**src/rtl/pps_pkg.sv**
```systemverilog
package pps_pkg;

    localparam int MAX_JOBS = 16;
    localparam int IDX_W    = $clog2(MAX_JOBS);
    localparam int CNT_W    = $clog2(MAX_JOBS + 1);

    localparam logic       REQ_ARRIVAL = 1'b0;
    localparam logic       REQ_TICK    = 1'b1;

    localparam logic [2:0] EV_ACCEPT   = 3'd0;
    localparam logic [2:0] EV_PREEMPT  = 3'd1;
    localparam logic [2:0] EV_REJECT   = 3'd2;
    localparam logic [2:0] EV_RAN      = 3'd3;
    localparam logic [2:0] EV_DONE     = 3'd4;
    localparam logic [2:0] EV_IDLE     = 3'd5;

    localparam logic [7:0] QUANTUM_RST = 8'd2;
    localparam logic [7:0] SLICE_MAX   = 8'd255;

    typedef struct packed {
        logic        req_type;
        logic [7:0]  job_id;
        logic [7:0]  job_priority;
        logic [15:0] job_run_time;
    } t_req;

    typedef struct packed {
        logic [2:0]  event_res;
        logic [7:0]  event_job;
        logic [15:0] turnaround;
        logic [15:0] event_time;
        logic        last_of_run;
    } t_evt;

    typedef struct packed {
        logic [7:0]  job;
        logic [7:0]  pri;
        logic [15:0] rem;
        logic [7:0]  slice;
        logic [15:0] arr;
        logic [15:0] order;
    } t_entry;

    localparam int ENTRY_W = $bits(t_entry);

endpackage

```
**src/rtl/preemptive_priority_scheduler.sv**
```systemverilog
// A result is registered after a scan (ST_SCAN) of the job table, a RAM with separate read and
// write ports, then a decision state (ST_POST).
// A tick rescans after a retirement and after a rotation.
// One item at a time: the next transfer in waits until the last one, with any rescans, is done;
// output stalls hold it longer.
// Synchronous active-low reset clears valid bits, time, order counter, quantum = 2.
module preemptive_priority_scheduler (
    input  logic          i_clk,
    input  logic          i_rst_n,
    input  logic          i_in_valid,
    output logic          o_in_stall,
    input  pps_pkg::t_req i_in_data,
    output logic          o_out_valid,
    input  logic          i_out_stall,
    output pps_pkg::t_evt o_out_data,
    input  logic          i_cfg_valid,
    output logic          o_cfg_ready,
    input  logic [7:0]    i_cfg_data
);

    localparam logic [1:0] ST_IDLE = 2'd0;
    localparam logic [1:0] ST_SCAN = 2'd1;
    localparam logic [1:0] ST_POST = 2'd2;

    localparam logic [1:0] K_ARR = 2'd0;
    localparam logic [1:0] K_T0  = 2'd1;
    localparam logic [1:0] K_T1  = 2'd2;
    localparam logic [1:0] K_T2  = 2'd3;

    logic [1:0]                  r_state;
    logic [1:0]                  r_kind;
    pps_pkg::t_req               r_req;
    logic [pps_pkg::MAX_JOBS-1:0] r_valid;
    logic [15:0]                 r_time;
    logic [15:0]                 r_oc;
    logic [7:0]                  r_quantum;
    logic [pps_pkg::CNT_W-1:0]   r_cnt;
    logic                        r_pv;
    logic [pps_pkg::IDX_W-1:0]   r_pidx;
    logic                        r_found;
    logic                        r_tie;
    logic [pps_pkg::IDX_W-1:0]   r_bidx;
    pps_pkg::t_entry             r_best;
    logic [15:0]                 r_bage;
    logic                        r_ov;
    pps_pkg::t_evt               r_out;

    logic                        ram_we;
    logic [pps_pkg::IDX_W-1:0]   ram_waddr;
    pps_pkg::t_entry             ram_wdata;
    pps_pkg::t_entry             ram_rdata;
    logic [pps_pkg::ENTRY_W-1:0] ram_rraw;

    logic                        scan_more;
    logic [15:0]                 cand_age;
    logic                        better;
    logic                        room;
    logic                        retire_c;
    logic                        rotate_c;
    logic                        run_c;
    logic                        fire;
    logic                        slot_found;
    logic [pps_pkg::IDX_W-1:0]   slot;
    pps_pkg::t_evt               evt;

    pps_ram #(
        .WIDTH (pps_pkg::ENTRY_W),
        .DEPTH (pps_pkg::MAX_JOBS),
        .AW    (pps_pkg::IDX_W)
    ) u_table (
        .i_clk   (i_clk),
        .i_we    (ram_we),
        .i_waddr (ram_waddr),
        .i_wdata (ram_wdata),
        .i_raddr (r_cnt[pps_pkg::IDX_W-1:0]),
        .o_rdata (ram_rraw)
    );

    assign ram_rdata   = pps_pkg::t_entry'(ram_rraw);
    assign o_in_stall  = (r_state != ST_IDLE);
    assign o_cfg_ready = (r_state == ST_IDLE);
    assign o_out_valid = r_ov;
    assign o_out_data  = r_out;

    assign scan_more = (r_cnt < pps_pkg::CNT_W'(pps_pkg::MAX_JOBS));
    assign cand_age  = r_oc - ram_rdata.order;
    assign better    = !r_found || (ram_rdata.pri < r_best.pri) ||
                       ((ram_rdata.pri == r_best.pri) && (cand_age > r_bage));
    assign room      = !r_ov || !i_out_stall;

    always_comb begin
        slot_found = 1'b0;
        slot       = '0;
        for (int i = pps_pkg::MAX_JOBS - 1; i >= 0; i--) begin
            if (!r_valid[i]) begin
                slot_found = 1'b1;
                slot       = pps_pkg::IDX_W'(i);
            end
        end
    end

    always_comb begin
        retire_c = (r_kind == K_T0) && r_found && (r_best.rem == 16'd0);
        rotate_c = ((r_kind == K_T0) || (r_kind == K_T1)) && !retire_c && r_found &&
                   (r_best.slice >= r_quantum) && r_tie;
        run_c    = (r_kind != K_ARR) && !retire_c && !rotate_c;
        fire     = (r_state == ST_POST) && (rotate_c || room);

        evt             = '0;
        evt.event_time  = r_time;
        evt.last_of_run = 1'b1;
        if (r_kind == K_ARR) begin
            evt.event_job = r_req.job_id;
            if (!slot_found) begin
                evt.event_res = pps_pkg::EV_REJECT;
            end else if (r_found && (r_req.job_priority < r_best.pri)) begin
                evt.event_res = pps_pkg::EV_PREEMPT;
            end else begin
                evt.event_res = pps_pkg::EV_ACCEPT;
            end
        end else if (retire_c) begin
            evt.event_res   = pps_pkg::EV_DONE;
            evt.event_job   = r_best.job;
            evt.turnaround  = r_time - r_best.arr;
            evt.last_of_run = 1'b0;
        end else if (r_found) begin
            evt.event_res = pps_pkg::EV_RAN;
            evt.event_job = r_best.job;
        end else begin
            evt.event_res = pps_pkg::EV_IDLE;
        end

        ram_we    = 1'b0;
        ram_waddr = r_bidx;
        ram_wdata = r_best;
        if (fire) begin
            if (r_kind == K_ARR) begin
                ram_we          = slot_found;
                ram_waddr       = slot;
                ram_wdata.job   = r_req.job_id;
                ram_wdata.pri   = r_req.job_priority;
                ram_wdata.rem   = r_req.job_run_time;
                ram_wdata.slice = '0;
                ram_wdata.arr   = r_time;
                ram_wdata.order = r_oc;
            end else if (rotate_c) begin
                ram_we          = 1'b1;
                ram_wdata.order = r_oc;
                ram_wdata.slice = '0;
            end else if (run_c && r_found) begin
                ram_we = 1'b1;
                if (r_best.rem != 16'd0) begin
                    ram_wdata.rem = r_best.rem - 16'd1;
                end
                if (r_best.slice != pps_pkg::SLICE_MAX) begin
                    ram_wdata.slice = r_best.slice + 8'd1;
                end
            end
        end
    end

    always_ff @(posedge i_clk) begin
        if (!i_rst_n) begin
            r_state   <= ST_IDLE;
            r_kind    <= K_ARR;
            r_valid   <= '0;
            r_time    <= '0;
            r_oc      <= '0;
            r_quantum <= pps_pkg::QUANTUM_RST;
            r_cnt     <= '0;
            r_pv      <= 1'b0;
            r_found   <= 1'b0;
            r_ov      <= 1'b0;
        end else begin
            if (fire && !rotate_c) begin
                r_ov <= 1'b1;
            end else if (r_ov && !i_out_stall) begin
                r_ov <= 1'b0;
            end
            case (r_state)
                ST_IDLE: begin
                    if (i_cfg_valid) begin
                        r_quantum <= i_cfg_data;
                    end
                    if (i_in_valid) begin
                        r_req   <= i_in_data;
                        r_kind  <= (i_in_data.req_type == pps_pkg::REQ_TICK) ? K_T0 : K_ARR;
                        r_state <= ST_SCAN;
                        r_cnt   <= '0;
                        r_pv    <= 1'b0;
                        r_found <= 1'b0;
                    end
                end
                ST_SCAN: begin
                    r_pv   <= scan_more && r_valid[r_cnt[pps_pkg::IDX_W-1:0]];
                    r_pidx <= r_cnt[pps_pkg::IDX_W-1:0];
                    if (scan_more) begin
                        r_cnt <= r_cnt + 1'b1;
                    end else begin
                        r_state <= ST_POST;
                    end
                    if (r_pv) begin
                        if (!r_found || (ram_rdata.pri < r_best.pri)) begin
                            r_tie <= 1'b0;
                        end else if (ram_rdata.pri == r_best.pri) begin
                            r_tie <= 1'b1;
                        end
                        if (better) begin
                            r_found <= 1'b1;
                            r_best  <= ram_rdata;
                            r_bidx  <= r_pidx;
                            r_bage  <= cand_age;
                        end
                    end
                end
                ST_POST: begin
                    if (fire) begin
                        if (!rotate_c) begin
                            r_out <= evt;
                        end
                        if (r_kind == K_ARR) begin
                            if (slot_found) begin
                                r_valid[slot] <= 1'b1;
                                r_oc          <= r_oc + 16'd1;
                            end
                            r_state <= ST_IDLE;
                        end else if (retire_c || rotate_c) begin
                            if (retire_c) begin
                                r_valid[r_bidx] <= 1'b0;
                                r_kind          <= K_T1;
                            end else begin
                                r_oc   <= r_oc + 16'd1;
                                r_kind <= K_T2;
                            end
                            r_state <= ST_SCAN;
                            r_cnt   <= '0;
                            r_pv    <= 1'b0;
                            r_found <= 1'b0;
                        end else begin
                            r_time  <= r_time + 16'd1;
                            r_state <= ST_IDLE;
                        end
                    end
                end
                default: begin
                    r_state <= ST_IDLE;
                end
            endcase
        end
    end

endmodule

```
**src/rtl/pps_ram.sv**
```systemverilog
module pps_ram #(
    parameter int WIDTH = 8,
    parameter int DEPTH = 16,
    parameter int AW    = $clog2(DEPTH)
) (
    input  logic             i_clk,
    input  logic             i_we,
    input  logic [AW-1:0]    i_waddr,
    input  logic [WIDTH-1:0] i_wdata,
    input  logic [AW-1:0]    i_raddr,
    output logic [WIDTH-1:0] o_rdata
);

    logic [WIDTH-1:0] r_mem [DEPTH];
    logic [WIDTH-1:0] r_rdata;

    always_ff @(posedge i_clk) begin
        if (i_we) begin
            r_mem[i_waddr] <= i_wdata;
        end
        r_rdata <= r_mem[i_raddr];
    end

    assign o_rdata = r_rdata;

endmodule
```
**config.mk**
```make
export PLATFORM = sky130hd
export DESIGN_NAME = preemptive_priority_scheduler
export DESIGN_NICKNAME = d
export VERILOG_FILES = /design/src/rtl/pps_pkg.sv /design/src/rtl/preemptive_priority_scheduler.sv /design/src/rtl/pps_ram.sv
export SDC_FILE = /design/constraint.sdc
export NUM_CORES = 2
export LEC_CHECK = 0
export BUFFER_PORTS_ARGS = -buffer_cell sky130_fd_sc_hd__buf_2
export CAP_MARGIN = 5
export CORE_ASPECT_RATIO = 1.5
export CORE_UTILIZATION = 45
export DETAILED_ROUTE_END_ITERATION = 10
export MAX_ROUTING_LAYER = met4
export PLACE_DENSITY_LB_ADDON = 0.12
export SETUP_SLACK_MARGIN = 0.05
export SYNTH_ARGS = -nofsm -noshare
export SYNTH_HDL_FRONTEND = slang
export SYNTH_SLANG_ARGS = --single-unit
```
**constraint.sdc**
```tcl
create_clock -name i_clk -period 10.8 [get_ports i_clk]
set_input_delay 1.08 -clock i_clk [delete_from_list [all_inputs] [get_ports i_clk]]
set_output_delay 1.08 -clock i_clk [all_outputs]
set_load 0.05 [all_outputs]
```
==> results.yml <==
outcome:
  outcome: "finished, final reports clean"
clock_network:
  cts_tree: "done"
  cts.repair_timing.setup_buffer_count: 0
  clk-insertion-delay-late_ns: 0.76
  library_cell_used_as_clock_root_buffer: "clkbuf_16"
  post_cts_resize_count: 0
  htreeDepth: 4
  ctsHoldBuffers: 0
  cts_inserted_buffers: 140
  tritoncts_num_sinks: 1465
  max-clock-path-buffers: 3
  clk_pin_slew_ns: 0.06
pwr:
  share_clk_of_total_power_pct: 44.4
  power.share.sequential_pct: 54.2
  ir_drop_v: 0.0001658
  p_sw_w: 0.002225
  comb_power_share_pct: 1.3
  power_density_nw_per_um2: 173.9
  switching_share_pct: 19.76
  power.leakage_nw: 16.03
  internal_power_w: 0.009038
logic_synthesis:
  mean_post_synth_cell_area_um2: 19.66
  postSynth.topFlopCell: "edfxtp_1"
  netlist_top_cells_area: "edfxtp_1, mux4_2, dfxtp_1, ha_1, nand2_1"
  yosysWarnings: 0
  synth_common_cells: "edfxtp_1, mux4_2, nand2_1, dfxtp_1, o21ai_0"
  post-synth-top-count-cell: "edfxtp_1"
  synth-seq-area-share_pct: 74.30
  synth-edff-count: 1325
  synth_async_sr_flop_share_pct: 0
  synth.net_count: 3039
  synth_cells: 2915
  ys_ff_latch: 1465
  synth_top_area_share_pct: 69.41
  post_synth_num_cell_types: 75
  synth.cell_area_um2: 57320
  post_synthesis_cell_type_with_the_largest_combined_area: "edfxtp_1"
global_route:
  largest_net_degree_at_the_start_of_global_routing: 133
  grt_antenna_before_repair: 8
  grt.total_usage_pct: 22.48
  grt_pass1_vias: 29840
  grt_first_pass_wirelength_um: 202200
  globalRoute.totalOverflow: 0
place:
  detailedPlace.worstSlack_ns: 4.562
  placed_cells_incl_taps: 4649
  gp_routability_congestion: 0.8356
  placed_area_um2: 60080
  dp_hpwl_um: 80810
  portBuffers: 92
critical_path:
  ff2ff_path_depth: 12
  critPathLaunchType: "flip-flop"
  critical-path-max-stage-delay_ns: 1.00
  setup.worst_path.end_class: "flip-flop"
  cp_data_required_time_ns: 11.17
  slowest_stage: "nor2_4"
  dominant_delay_contributor_by_cell_family_on_the_critical_path: "simple AND/OR/NAND/NOR gates"
  reg2reg_slack_ns: 4.59
  crit_path_buf_inv_count: 3
  worst-endpoint-arrival_ns: 6.58
  cp_cell_sequence: "inv_1 > ha_1 > nand2b_1 > a211o_1 > a21oi_1 > o31ai_2 > a31oi_4 > nor2_4 > buf_4 > a41oi_1 > nor2_4 > buf_4"
  critical_path_class: "reg -> reg"
  crit_path_max_fanout: 49
  worst_r2r_startpoint: "r_best[32]"
  rr_endpoint: "u_table.r_mem[15][10]"
timing:
  setup_violations: 0
  worst_slew_pin_tran_ns: 1.396
  max_freq_ghz: 0.1611
  grt_setup_unrepaired: "no"
  min_period_over_period_pct: 57.48
  timing.final.hold_violations: 0
  fin_skew_ns: 0.02209
  layout_min_cycle_time_ns: 6.208
  max-slew-margin-rel_pct: 6.960
  setup_tns_ns: 0
  finalWorstSetupSlack_ns: 4.592
  final_max_slew_viol_count: 0
drt:
  ant_nets: 0
  drc_marker_count_from_the_first_detailed_route_iteration: 2368
  drcViolationCount: 0
  drt_pre_antenna_iters: 5
  num_vias: 28190
  detail_route.wl_per_cell_um: 28.13
  detail_route.vias_per_cell: 5.743
  wirelength_um: 138000
floorplanning:
  die_w_um: 293.4
  design.die.area_um2: 128800
  initial_utilization_pct: 45.30
  die_h_um: 439.1
  io_pins: 93
  std_cell_rows: 160
  core_um2: 126500
min_path:
  hold_path.startpoint: "u_table.o_rdata[24]"
  holdPathStages: 0
  worst_hold_path.endpoint: "r_best[24]"
  hp_class: "reg -> reg"
layout:
  final_core_util_pct: 51.18
  final_nets: 3216
  syn_to_final_growth_pct: 12.98
  finish.instance_area_um2: 64760
  drive_gt1_share_pct: 24.24
  fill_cells: 10190
  stdcell_count: 4908
job:
  max_cap_viol_count: 0
[cells in the final DEF, fill, tap and decap left out, drive strengths merged, types with 9 or more instances in the layout]
cell type / count
inv: 89
nand4: 26
buf: 154
a21o: 15
o22a: 11
nand3: 31
clkbuf: 184
clkinv: 40
a21boi: 15
nor3: 24
mux4: 365
dfxtp: 140
a31oi: 13
ha: 76
nand2b: 24
bufinv: 14
clkinvlp: 9
o211ai: 16
o21ai: 84
a21oi: 50
nor4: 11
o21a: 19
xnor2: 32
nand2: 179
nor2b: 25
edfxtp: 1325
nor2: 76
and2: 34
xor2: 25
[registers in the layout, summed over array words and instances (netlist names), 8 cells and up]
name,flops
o_out_data,44
r_bage,16
r_best,72
r_oc,16
r_quantum,8
r_req,32
r_time,16
r_valid,16
u_table.o_rdata,72
u_table.r_mem,1152
[worst max path at each step]
stage	start	endpoint	cells after the start
after floorplan	r_best[32]	u_table.r_mem[5][0]	10
after global placement	r_best[32]	u_table.r_mem[13][8]	12
after detailed placement	r_best[32]	u_table.r_mem[15][66]	12
after CTS	r_best[32]	u_table.r_mem[15][66]	12
after global routing	r_best[32]	u_table.r_mem[15][66]	12
final	r_best[32]	u_table.r_mem[15][10]	12
[stage by stage]
stage	hold slack, ns	power (W)
2_1_floorplan	0.3855	0.006339
3_3_place_gp	0.3879	0.006388
3_5_place_dp	0.3887	0.006389
4_1_cts	0.4042	0.01138
5_1_grt	0.4135	0.01158
6_report	0.4051	0.01126
[power by group through the flow]
stage          registers [W]  clock network [W]  logic, W
6_report             0.00611            0.00500  0.000151
3_3_place_gp         0.00623                  0  0.000155
5_1_grt              0.00611            0.00531  0.000165
3_5_place_dp         0.00623                  0  0.000156
2_1_floorplan        0.00622                  0  0.000117
4_1_cts              0.00611            0.00512  0.000156
[metal layers]
layer,part of all wire [%],up-vias,track usage [%]
met2,52,830,37.43
li1,-,12190,-
met1,41,14980,28.77
met4,1.9,0,5.427
met5,0,-,-
met3,5.3,190,3.896
[cell type report]
class / instances / area, um^2 / area share [%]
Tap cell: 1701 / 2128 / 3.286
Inverter: 80 / 300.3 / 0.4637
Multi-Input combinational cell: 1251 / 14130 / 21.82
Clock inverter: 72 / 779.5 / 1.204
Antenna cell: 1 / 2.502 / 0.003864
Sequential cell: 1465 / 42610 / 65.79
Clock buffer: 184 / 3875 / 5.984
Timing Repair Buffer: 154 / 938.4 / 1.449
[cell families (layout without fill, tap and decap cells)]
family	count (synthesis)	in the layout	share of synthesized area [%]
flops	1465	1465	74.30
simple gates	463	463	3.936
mux	371	371	14.47
compound gates	282	282	3.303
buf+inv	199	490	1.393
fa+ha+maj	78	78	1.729
xor+xnor	57	57	0.8710
other cells	0	1	0
Note: power is estimated with default switching activity, not from simulation.
